[config.mk]
export PLATFORM = sky130hd
export DESIGN_NAME = roman_numeral_encoder
export DESIGN_NICKNAME = d
export VERILOG_FILES = /design/src/hdl/rne_pkg.sv /design/src/hdl/roman_numeral_encoder.sv /design/src/hdl/rne_bcd.sv /design/src/hdl/rne_emit.sv
export SDC_FILE = /design/constraint.sdc
export NUM_CORES = 1
export LEC_CHECK = 0
export BUFFER_PORTS_ARGS = -buffer_cell sky130_fd_sc_hd__clkbuf_2
export CORE_MARGIN = 4
export CORE_UTILIZATION = 50
export CTS_CLUSTER_SIZE = 12
export DETAILED_ROUTE_END_ITERATION = 7
export PLACE_DENSITY = 0.79
export SYNTH_ARGS = -nofsm -noshare
export SYNTH_HDL_FRONTEND = slang
export SYNTH_SLANG_ARGS = --single-unit
[constraint.sdc]
create_clock -name clk -period 2.9 [get_ports clk]
set_clock_uncertainty 0.2 [all_clocks]
set_input_delay 0.29 -clock clk [delete_from_list [all_inputs] [get_ports clk]]
set_output_delay 0.29 -clock clk [all_outputs]
set_load 0.05 [all_outputs]
[src/hdl/rne_pkg.sv]
// ----------------------------------------------------------------------------
// rne_pkg
// Shared types, constants and symbol tables for the Roman numeral encoder.
// ----------------------------------------------------------------------------
`default_nettype none

package rne_pkg;

  localparam int VALUE_W  = 12;
  localparam int DIGITS   = 4;
  localparam int BCD_W    = 4 * DIGITS;
  localparam int SYMBOL_W = 8;

  localparam logic [VALUE_W-1:0] MAX_VALUE = 12'd3999;

  // ASCII codes of the numeral symbols
  localparam logic [SYMBOL_W-1:0] CH_I    = 8'h49;
  localparam logic [SYMBOL_W-1:0] CH_V    = 8'h56;
  localparam logic [SYMBOL_W-1:0] CH_X    = 8'h58;
  localparam logic [SYMBOL_W-1:0] CH_L    = 8'h4C;
  localparam logic [SYMBOL_W-1:0] CH_C    = 8'h43;
  localparam logic [SYMBOL_W-1:0] CH_D    = 8'h44;
  localparam logic [SYMBOL_W-1:0] CH_M    = 8'h4D;
  localparam logic [SYMBOL_W-1:0] CH_NONE = 8'h00;

  // Digit positions, most significant first
  localparam logic [1:0] POS_THOUSANDS = 2'd0;
  localparam logic [1:0] POS_HUNDREDS  = 2'd1;
  localparam logic [1:0] POS_TENS      = 2'd2;
  localparam logic [1:0] POS_UNITS     = 2'd3;

  typedef enum logic [1:0] {
    ST_IDLE,
    ST_CONV,
    ST_EMIT
  } state_t;

  typedef enum logic [1:0] {
    SK_ONE,
    SK_FIVE,
    SK_TEN
  } sym_kind_t;

  typedef struct packed {
    logic load;
    logic bad;
  } emit_cmd_t;

  // Number of characters a decimal digit expands to
  function automatic logic [2:0] digit_len(input logic [3:0] d);
    logic [2:0] n;
    unique case (d)
      4'd1:    n = 3'd1;
      4'd2:    n = 3'd2;
      4'd3:    n = 3'd3;
      4'd4:    n = 3'd2;
      4'd5:    n = 3'd1;
      4'd6:    n = 3'd2;
      4'd7:    n = 3'd3;
      4'd8:    n = 3'd4;
      4'd9:    n = 3'd2;
      default: n = 3'd0;
    endcase
    return n;
  endfunction

  // Which symbol of the digit's set goes out at step s
  function automatic sym_kind_t digit_kind(input logic [3:0] d, input logic [1:0] s);
    sym_kind_t k;
    priority if (d == 4'd9) begin
      k = (s == 2'd0) ? SK_ONE : SK_TEN;
    end else if (d == 4'd4) begin
      k = (s == 2'd0) ? SK_ONE : SK_FIVE;
    end else if (d >= 4'd5) begin
      k = (s == 2'd0) ? SK_FIVE : SK_ONE;
    end else begin
      k = SK_ONE;
    end
    return k;
  endfunction

  function automatic logic [SYMBOL_W-1:0] sym_lookup(input logic [1:0] pos,
                                                     input sym_kind_t k);
    logic [SYMBOL_W-1:0] ch;
    unique case (pos)
      POS_THOUSANDS: ch = CH_M;
      POS_HUNDREDS: begin
        unique case (k)
          SK_ONE:  ch = CH_C;
          SK_FIVE: ch = CH_D;
          default: ch = CH_M;
        endcase
      end
      POS_TENS: begin
        unique case (k)
          SK_ONE:  ch = CH_X;
          SK_FIVE: ch = CH_L;
          default: ch = CH_C;
        endcase
      end
      default: begin
        unique case (k)
          SK_ONE:  ch = CH_I;
          SK_FIVE: ch = CH_V;
          default: ch = CH_X;
        endcase
      end
    endcase
    return ch;
  endfunction

endpackage

`default_nettype wire

[src/hdl/roman_numeral_encoder.sv]
// ----------------------------------------------------------------------------
// roman_numeral_encoder
// An accepted value goes through the 12-step serial BCD conversion, then the
// emitter skips zero digits and sends one character per cycle while the output
// is not stalled; 0 or a value above 3999 skips the conversion and gives a lone
// error item. A new value is taken only once the emitter has loaded the last
// item of the previous one, as in_stall is high outside idle.
// Synchronous reset returns to idle.
// ----------------------------------------------------------------------------
`default_nettype none

module roman_numeral_encoder
  import rne_pkg::*;
(
  input  wire logic                clk,
  input  wire logic                rst,
  input  wire logic                in_valid,
  output logic                     in_stall,
  input  wire logic [VALUE_W-1:0]  value,
  output logic                     out_valid,
  input  wire logic                out_stall,
  output logic [SYMBOL_W-1:0]      symbol,
  output logic                     last,
  output logic                     bad_value
);

  state_t          state, state_next;
  emit_cmd_t       cmd;
  logic            bcd_start;
  logic            bcd_done;
  logic            emit_done;
  logic [BCD_W-1:0] digits;
  logic            accept;
  logic            out_of_range;

  rne_bcd u_bcd (
    .clk    (clk),
    .rst    (rst),
    .start  (bcd_start),
    .bin_in (value),
    .done   (bcd_done),
    .digits (digits)
  );

  rne_emit u_emit (
    .clk       (clk),
    .rst       (rst),
    .cmd       (cmd),
    .digits    (digits),
    .out_stall (out_stall),
    .out_valid (out_valid),
    .symbol    (symbol),
    .last      (last),
    .bad_value (bad_value),
    .done      (emit_done)
  );

  always_ff @(posedge clk) begin
    if (rst) begin
      state <= ST_IDLE;
    end else begin
      state <= state_next;
    end
  end

  always_comb begin
    state_next   = state;
    in_stall     = (state != ST_IDLE);
    accept       = in_valid && (state == ST_IDLE);
    out_of_range = (value == '0) || (value > MAX_VALUE);
    bcd_start    = 1'b0;
    cmd          = '0;
    unique case (state)
      ST_IDLE: begin
        if (accept) begin
          if (out_of_range) begin
            cmd.load   = 1'b1;
            cmd.bad    = 1'b1;
            state_next = ST_EMIT;
          end else begin
            bcd_start  = 1'b1;
            state_next = ST_CONV;
          end
        end
      end
      ST_CONV: begin
        if (bcd_done) begin
          cmd.load   = 1'b1;
          state_next = ST_EMIT;
        end
      end
      ST_EMIT: begin
        if (emit_done) begin
          state_next = ST_IDLE;
        end
      end
      default: state_next = ST_IDLE;
    endcase
  end

  a_done_in_emit: assert property (@(posedge clk) disable iff (rst)
    emit_done |-> (state == ST_EMIT))
    else $error("emitter finished outside the emit phase");

  a_conv_done: assert property (@(posedge clk) disable iff (rst)
    bcd_done |-> (state == ST_CONV))
    else $error("conversion finished outside the convert phase");

endmodule

`default_nettype wire

[src/hdl/rne_bcd.sv]
// ----------------------------------------------------------------------------
// rne_bcd
// Bit-serial binary to BCD converter (shift and add-3), one input bit a cycle.
// ----------------------------------------------------------------------------
`default_nettype none

module rne_bcd
  import rne_pkg::*;
(
  input  wire logic               clk,
  input  wire logic               rst,
  input  wire logic               start,
  input  wire logic [VALUE_W-1:0] bin_in,
  output logic                    done,
  output logic [BCD_W-1:0]        digits
);

  localparam int CNT_W = $clog2(VALUE_W);
  localparam logic [CNT_W-1:0] CNT_LAST = CNT_W'(VALUE_W - 1);

  logic               busy;
  logic [CNT_W-1:0]   cnt;
  logic [VALUE_W-1:0] bin;
  logic [BCD_W-1:0]   bcd;
  logic [BCD_W-1:0]   bcd_adj;

  // add 3 to every digit of 5 or more before the shift
  always_comb begin
    for (int i = 0; i < DIGITS; i++) begin
      bcd_adj[4*i +: 4] = (bcd[4*i +: 4] >= 4'd5) ? bcd[4*i +: 4] + 4'd3 : bcd[4*i +: 4];
    end
  end

  always_ff @(posedge clk) begin
    if (rst) begin
      busy <= 1'b0;
      done <= 1'b0;
      cnt  <= '0;
    end else begin
      done <= 1'b0;
      if (start) begin
        busy <= 1'b1;
        cnt  <= '0;
      end else if (busy) begin
        cnt <= cnt + 1'b1;
        if (cnt == CNT_LAST) begin
          busy <= 1'b0;
          done <= 1'b1;
        end
      end
    end
  end

  always_ff @(posedge clk) begin
    if (start) begin
      bin <= bin_in;
      bcd <= '0;
    end else if (busy) begin
      bcd <= {bcd_adj[BCD_W-2:0], bin[VALUE_W-1]};
      bin <= {bin[VALUE_W-2:0], 1'b0};
    end
  end

  assign digits = bcd;

endmodule

`default_nettype wire

[src/hdl/rne_emit.sv]
// ----------------------------------------------------------------------------
// rne_emit
// Walks the BCD digits one at a time and sends one numeral character per cycle
// into the output register while it is not stalled, or a lone error item.
// ----------------------------------------------------------------------------
`default_nettype none

module rne_emit
  import rne_pkg::*;
(
  input  wire logic                clk,
  input  wire logic                rst,
  input  wire emit_cmd_t           cmd,
  input  wire logic [BCD_W-1:0]    digits,
  input  wire logic                out_stall,
  output logic                     out_valid,
  output logic [SYMBOL_W-1:0]      symbol,
  output logic                     last,
  output logic                     bad_value,
  output logic                     done
);

  logic             busy;
  logic             err;
  logic [BCD_W-1:0] dig;
  logic [1:0]       pos;
  logic [1:0]       step;

  logic [3:0] cur;
  logic       rest_zero;
  logic [2:0] len;
  logic       fin_digit;
  logic       out_free;
  logic       load_err;
  logic       load_char;
  logic       skip;

  always_comb begin
    cur       = dig[BCD_W-1 -: 4];
    rest_zero = (dig[BCD_W-5:0] == '0);
    len       = digit_len(cur);
    fin_digit = ({1'b0, step} == len - 3'd1);
    out_free  = !out_valid || !out_stall;
    load_err  = busy && err && out_free;
    skip      = busy && !err && (cur == 4'd0);
    load_char = busy && !err && (cur != 4'd0) && out_free;
  end

  always_ff @(posedge clk) begin
    if (rst) begin
      busy      <= 1'b0;
      done      <= 1'b0;
      out_valid <= 1'b0;
    end else begin
      done <= 1'b0;
      if (cmd.load) begin
        busy <= 1'b1;
      end else if (load_err || (load_char && fin_digit && rest_zero)) begin
        busy <= 1'b0;
        done <= 1'b1;
      end
      if (load_err || load_char) begin
        out_valid <= 1'b1;
      end else if (!out_stall) begin
        out_valid <= 1'b0;
      end
    end
  end

  always_ff @(posedge clk) begin
    if (cmd.load) begin
      err  <= cmd.bad;
      dig  <= digits;
      pos  <= POS_THOUSANDS;
      step <= 2'd0;
    end else if (skip || (load_char && fin_digit)) begin
      // digit finished: advance to the next one
      dig  <= {dig[BCD_W-5:0], 4'd0};
      pos  <= pos + 2'd1;
      step <= 2'd0;
    end else if (load_char) begin
      step <= step + 2'd1;
    end

    if (load_err) begin
      symbol    <= CH_NONE;
      last      <= 1'b1;
      bad_value <= 1'b1;
    end else if (load_char) begin
      symbol    <= sym_lookup(pos, digit_kind(cur, step));
      last      <= fin_digit && rest_zero;
      bad_value <= 1'b0;
    end
  end

  a_err_item: assert property (@(posedge clk) disable iff (rst)
    out_valid && bad_value |-> last && (symbol == CH_NONE))
    else $error("error item must be a lone item with no symbol");

  a_good_item: assert property (@(posedge clk) disable iff (rst)
    out_valid && !bad_value |-> (symbol != CH_NONE))
    else $error("numeral item carries no symbol");

  a_load_busy: assert property (@(posedge clk) disable iff (rst)
    cmd.load |=> busy && !done)
    else $error("emitter did not start on load");

endmodule

`default_nettype wire
=== Yosys cells after proc, flatten, opt, wreduce, memory -nomap -nowiden ===
Memory sizes are Yosys's and may differ from the RTL's. A register that Yosys moved wholly into a read port is not among the register bits.
Cells that the tools add are included.

* $add $sub $neg: 8
* Order comparisons: 6
* Equality and inequality tests: 13
* Muxes and demuxes: 42
* Bitwise gates (word level): 1
* Reductions and logical operators: 36

{| class="wikitable"
|+ Operator list
! operator !! number
|-
| $mux W16 || 2
|-
| $logic_not A12 Y1 || 2
|-
| $mux W12 || 2
|-
| $mux W2 || 12
|-
| $pmux W8 S3 || 1
|-
| $ge A4 B3 Y1 const B || 5
|-
| $pmux W5 S2 || 2
|-
| $mux W4 || 4
|-
| $mux W1 || 15
|-
| $add A4 B2 Y4 const B || 3
|-
| $gt A12 B12 Y1 const B || 1
|-
| $logic_and A1 B1 Y1 || 10
|-
| $eq A4 B4 Y1 const B || 2
|-
| $logic_not A2 Y1 || 4
|-
| $pmux W4 S2 || 1
|-
| $reduce_bool A2 Y1 || 4
|-
| $eq A2 B1 Y1 const B || 3
|-
| $ne A2 B1 Y1 const B || 3
|-
| $pmux W2 S3 || 1
|-
| $reduce_or A2 Y1 || 3
|-
| $logic_or A1 B1 Y1 || 5
|-
| $add A2 B1 Y2 const B || 2
|-
| $add A4 B1 Y4 const B || 1
|-
| $eq A2 B2 Y1 const B || 2
|-
| other kinds (14) || 16
|}

* Bits in registers: 70
* Memory bits (read-only): 48
* Input bits: 16
* Output and inout port bits: 12
* Logic and storage cells: 123
* Memories kept: 1

{| class="wikitable"
|+ Memories
! name !! depth !! width !! rd ports !! clocked after memory_dff !! write ports !! RTL line !! source
|-
| (name not given) || 16 || 3 || 1 || 1 || 0 || rne_pkg.sv:52 || <nowiki>unique case (d)</nowiki>
|}

=== Depth between registers and ports, before layout ===
* Depth in word-level cells: 10
* Mapped depth: 9
* Depth with buffers taken out: 8

=== Cells and area by module ===
Synthesis repeated with hierarchy kept, for this count alone.

* Cells, all modules: 353
* Area total of the unflattened synthesis: 3682.3 um2

{| class="wikitable"
|+ Modules (own cells, without submodules)
! module !! instances !! cells an instance !! area an instance (um2) !! sequential area each (um2)
|-
| rne_emit || 1 || 163 || 1764.2 || 870.8
|-
| rne_bcd || 1 || 168 || 1726.7 || 800.8
|-
| roman_numeral_encoder || 1 || 22 || 191.4 || 40.0
|}

=== Worst setup path after synthesis ===
No wires, ideal clock.

* Path type: register to register
* From: register u_emit.step[0]
* To: register u_emit.symbol[1]
* Library setup time: 128 ps
* Arrival: 1982 ps
* Required time: 2572 ps
* Slack: 590 ps
* Cell stages (with the launch flop): 9
* Path buffers: 0
* Period minus slack after synthesis: 2310 ps
* Cells stage by stage: dfxtp_1 -> inv_1 -> ha_1 -> or4b_2 -> a21oi_1 -> nor3_1 -> a221o_1 -> nand3_1 -> a21oi_1

* Longest elaborated chain between the ends: 10
* Elaborated cells on any way between the ends: 15
* Classes of those cells: eq/ne: 1; mux: 12; reduce/logical: 2

{| class="wikitable"
|+ Ends and longest elaborated chain
! item !! RTL line !! source
|-
| from (decl) || rne_emit.sv:27 || <nowiki>logic [1:0] step;</nowiki>
|-
| from (signal assigned) || rne_emit.sv:82 || <nowiki>step <= step + 2'd1;</nowiki>
|-
| $logic_not A2 Y1 * || rne_pkg.sv:71, rne_pkg.sv:73, rne_pkg.sv:75 ||
|-
| $mux W1 || rne_pkg.sv:75 || <nowiki>k = (s == 2'd0) ? SK_FIVE : SK_ONE;</nowiki>
|-
| $mux W2 || rne_pkg.sv:74 || <nowiki>end else if (d >= 4'd5) begin</nowiki>
|-
| $mux W2 || rne_pkg.sv:72 || <nowiki>end else if (d == 4'd4) begin</nowiki>
|-
| $mux W2 * || rne_pkg.sv:70 || <nowiki>priority if (d == 4'd9) begin</nowiki>
|-
| $mux W2 * || rne_emit.sv:89 || <nowiki>end else if (load_char) begin</nowiki>
|-
| $mux W2 * || rne_emit.sv:85 || <nowiki>if (load_err) begin</nowiki>
|-
| $eq A2 B1 Y1 or $logic_not A2 Y1 (tied branches) || rne_pkg.sv:88, rne_pkg.sv:95, rne_pkg.sv:102 ||
|-
| $pmux W5 S2 (tied with other cells) || rne_pkg.sv:102 || <nowiki>unique case (k)</nowiki>
|-
| $pmux W8 S3 * || rne_pkg.sv:85 || <nowiki>unique case (pos)</nowiki>
|-
| to (signal assigned) || rne_emit.sv:90 || <nowiki>symbol <= sym_lookup(pos, digit_kind(cur, step));</nowiki>
|-
| to (decl) || rne_emit.sv:17 || <nowiki>output logic [SYMBOL_W-1:0] symbol,</nowiki>
|}

Mark *: on every way between the ends. The rest lies on a longest branch, timed or not. The select of a mux whose other input is x is not followed.
A chain may end at the register's enable or synchronous reset.

=== Final worst setup path ===
* From: register, netlist name u_emit.len[0]
* To: register u_emit.dig[7] (enable)

* Longest elaborated chain between the ends: 5

{| class="wikitable"
|+ Ends and longest elaborated chain
! item !! RTL line !! source
|-
| $sub A3 B1 Y3 || rne_emit.sv:42 || <nowiki>fin_digit = ({1'b0, step} == len - 3'd1);</nowiki>
|-
| $eq A2 B3 Y1 || rne_emit.sv:42 ||
|-
| $logic_and A1 B1 Y1 || rne_emit.sv:76 || <nowiki>end else if (skip || (load_char && fin_digit)) begin</nowiki>
|-
| $logic_or A1 B1 Y1 || rne_emit.sv:76 ||
|-
| $reduce_bool A2 Y1 (no source line) || n/a ||
|-
| to (signal assigned) || rne_emit.sv:73 || <nowiki>dig <= digits;</nowiki>
|-
| to (signal assigned) || rne_emit.sv:78 || <nowiki>dig <= {dig[BCD_W-5:0], 4'd0};</nowiki>
|-
| to (decl) || rne_emit.sv:25 || <nowiki>logic [BCD_W-1:0] dig;</nowiki>
|}

No other way between the ends.

==> results.tsv <==
metric	value	unit
cap_violations	0	
power.internal	1.66	mW
antenna_cells	0	
rsz0062_at_grt	false	
cts.sinks	71	
synthCells	372	
ys_seq_area_share	48.8	%
dp.cells	485	
drt.antenna.violating_nets	0	
worstSetupStartpoint	u_emit.len[0]	
critPathSlowestCell	or3_2	
synth_edf_count	29	
cp_num_buf_inv	1	
post-route-util	58.3	%
cp_max_fo	18	
ys_ff_latch	71	
finalCritPeriodShare	88.4	%
synthAdderAreaFrac	5.35	%
grt-ovfl-total	0	
wl_per_cell	13.0	um
die_h	91.8	um
fmax	390	MHz
crit_type	reg2reg	
period_needed	2.56	ns
dr.first_iter.drc_count	133	
crit_family	simple AND/OR/NAND/NOR gates	
worstPathCellList	inv_1 > ha_1 > xnor2_1 > nor3_1 > a21o_1 > or3_2	
vias_per_cell	5.33	
synth_top_family_by_area	simple AND/OR/NAND/NOR gates	
hpwl	4690	um
setup_viol	0	
min-delay-start	value[0]	
grt_pass1_wl	11400	um
cts.repair.resized	0	
syn_to_final_growth	13.0	%
synthArstFlopShare	0	%
rr_startpoint	u_emit.len[0]	
io_pins	28	
crit_end	u_emit.dig[7]	
setup_ws	0.338	ns
clockBufferDepth	2	
power_frac_comb	10.4	%
placed_area	3730	sq um
p_clk_share	39.1	%
p_seq_share	50.5	%
drc_errors	0	
grtUsageTotal	16.8	%
reg2regPathDepth	6	
htreeDepth	3	
clock_latency	0.35	ns
postCtsSetupBuffers	0	
dp_slack	0.403	ns
std_cell_rows	30	
synthDistinctLibCells	53	
r2r_slack	0.34	ns
worst-path-stages	6	
syn_area_per_cell	9.43	sq um
dieArea	8420	sq um
finalHoldViolCount	0	
finalNetCount	432	
clock-root-buffer	clkbuf_8	
finalMaxSlewViolations	0	
final_cells	502	
dr.pass1.iters	4	
coreArea	6790	sq um
required	2.71	ns
status	complete, no violations	
r2r_end	u_emit.dig[7]	
synth.area.mux_share	6.39	%
io_buffers	25	
power_switching	0.547	mW
antenna_found_initial	0	
ys_warn_count	0	
initial_utilization	51.6	%
final_layout_size_suffix_gt1_share	17.0	%
die_x	91.8	um
totalWireLength	6540	um
startpoint_type	flop	
num_vias	2677	
postLayoutCellArea	3960	sq um
synth-simple-area-share	18.7	%
numCtsBuffers	9	
netlist_area	3510	sq um
cp_slowest_stage_delay	0.42	ns
synth_ff_type	dfxtp_1	
cts_tree	built	
swShare	24.7	%
cts.clk_slew.worst_paths	0.08	ns
ir_drop	0.370	mV
powerDensity	558	nW/um^2
cp-end-kind	flop	
grt_max_degree	22	
synth-compound-area-share	12.3	%
worstPathArrival	2.37	ns
p_leak	1.54	nW
routabilityCongestion	0.815	
synth-xor-area-share	3.75	%
hold_class	in2reg	
grt_pass1_vias	2582	
final.setup.tns	0	ns
[worst register-to-register path, stage by stage, from the launching register on]
cell and delay [ns]:
dfxtp_1 0.34, inv_1 0.06, ha_1 0.31, xnor2_1 0.13
nor3_1 0.39, a21o_1 0.37, or3_2 0.43
[power by group through the flow]
stage	Sequential, mW	Clock, mW	Combinational (mW)
after floorplan	1.17	0	0.140
after global placement	1.14	0	0.222
after detailed placement	1.14	0	0.229
after CTS	1.12	0.880	0.231
after global routing	1.12	0.924	0.251
final	1.12	0.865	0.229
[worst min-delay path by stage]
stage	depth (start not counted)	end
5_1_grt	2	u_bcd.bin[1]
6_report	2	u_bcd.bin[0]
3_5_place_dp	2	u_emit.last
4_1_cts	2	u_bcd.bin[1]
3_3_place_gp	1	u_emit.bad_value
2_1_floorplan	1	u_bcd.done
[sequential cells by signal, indices dropped and copies added (netlist names)]
signal	flops
u_bcd.busy	1
u_emit.pos	2
state	2
u_emit.err	1
u_emit.out_valid	1
u_emit.bad_value	1
u_bcd.done	1
u_emit.busy	1
u_bcd.digits	16
u_emit.step	2
u_emit.last	1
u_emit.dig	16
u_bcd.cnt	4
u_bcd.bin	12
u_emit.len	3
u_emit.done	1
u_emit.symbol	6
[cells in the final DEF (no fill, tap or decap), types with 7 or more instances in the layout]
cell and n:
edfxtp_1 29, a21oi_1 28, clkbuf_2 25, nor3_1 11
nor2_1 43, dfxtp_1 42, mux2i_1 10, mux2_2 11
clkbuf_8 9, nand2_1 48, buf_4 7, inv_1 19
xnor2_1 9, o21ai_0 21, ha_1 15
[area by class of cell]
class / count / area (sq um)
multi-input cells: 265 / 1640
repair buffers: 33 / 188
inverters: 21 / 81.3
fillers: 586 / 2830
flip-flops and latches: 71 / 1710
clock inverters: 7 / 97.6
clock buffers: 9 / 124
well taps: 96 / 120
[Yosys cell counts, drive strengths merged, types with 6 or more instances]
cell / instances / area (sq um)
edfxtp: 29 / 871
clkbuf: 9 / 33.8
a211oi: 6 / 45.0
nor2: 45 / 176
dfxtp: 42 / 841
o21ai: 21 / 105
mux2i: 10 / 100
nand2: 48 / 180
xor2: 6 / 52.6
ha: 15 / 188
buf: 7 / 45.0
nand3: 6 / 30.0
xnor2: 9 / 78.8
a21oi: 28 / 140
inv: 20 / 77.6
mux2: 11 / 124
nor3: 11 / 55.1
[repair_timing]
| item | in CTS | in global routing |
|---|---|---|
| endpoints found under the hold margin | 1 | 0 |
| endpoints found under the setup margin | 0 | 0 |
| hold buffers | 1 | 0 |
[cells by family (layout without fill, tap and decap cells)]
group / count (synthesis) / count (layout)
multiplexers: 21 / 21
other: 1 / 2
buffers and inverters: 37 / 70
AO/OA/AOI/OAI: 72 / 72
AND/OR/NAND/NOR: 140 / 140
flip-flops: 71 / 71
adder cells (fa/ha/maj): 15 / 15
XOR/XNOR: 15 / 15
[routing by layer]
metal / up-vias / wire length [um] / global-route usage, % / part of all wire (%)
li1: 1353 / - / - / -
met1: 1249 / 3080 / 20.9 / 47
met2: 61 / 3050 / 26.8 / 47
met3: 14 / 248 / 4.10 / 3.8
met4: 0 / 160 / 9.28 / 2.4
met5: - / 0 / 0 / 0
[through the flow]
step | hold WS, ns | power, mW
after floorplan | 0.166 | 1.31
after global placement | 0.232 | 1.36
after detailed placement | 0.248 | 1.37
after CTS | 0.0382 | 2.23
after global routing | 0.0469 | 2.30
final | 0.0491 | 2.21
Power figures use the tool's default switching activity.
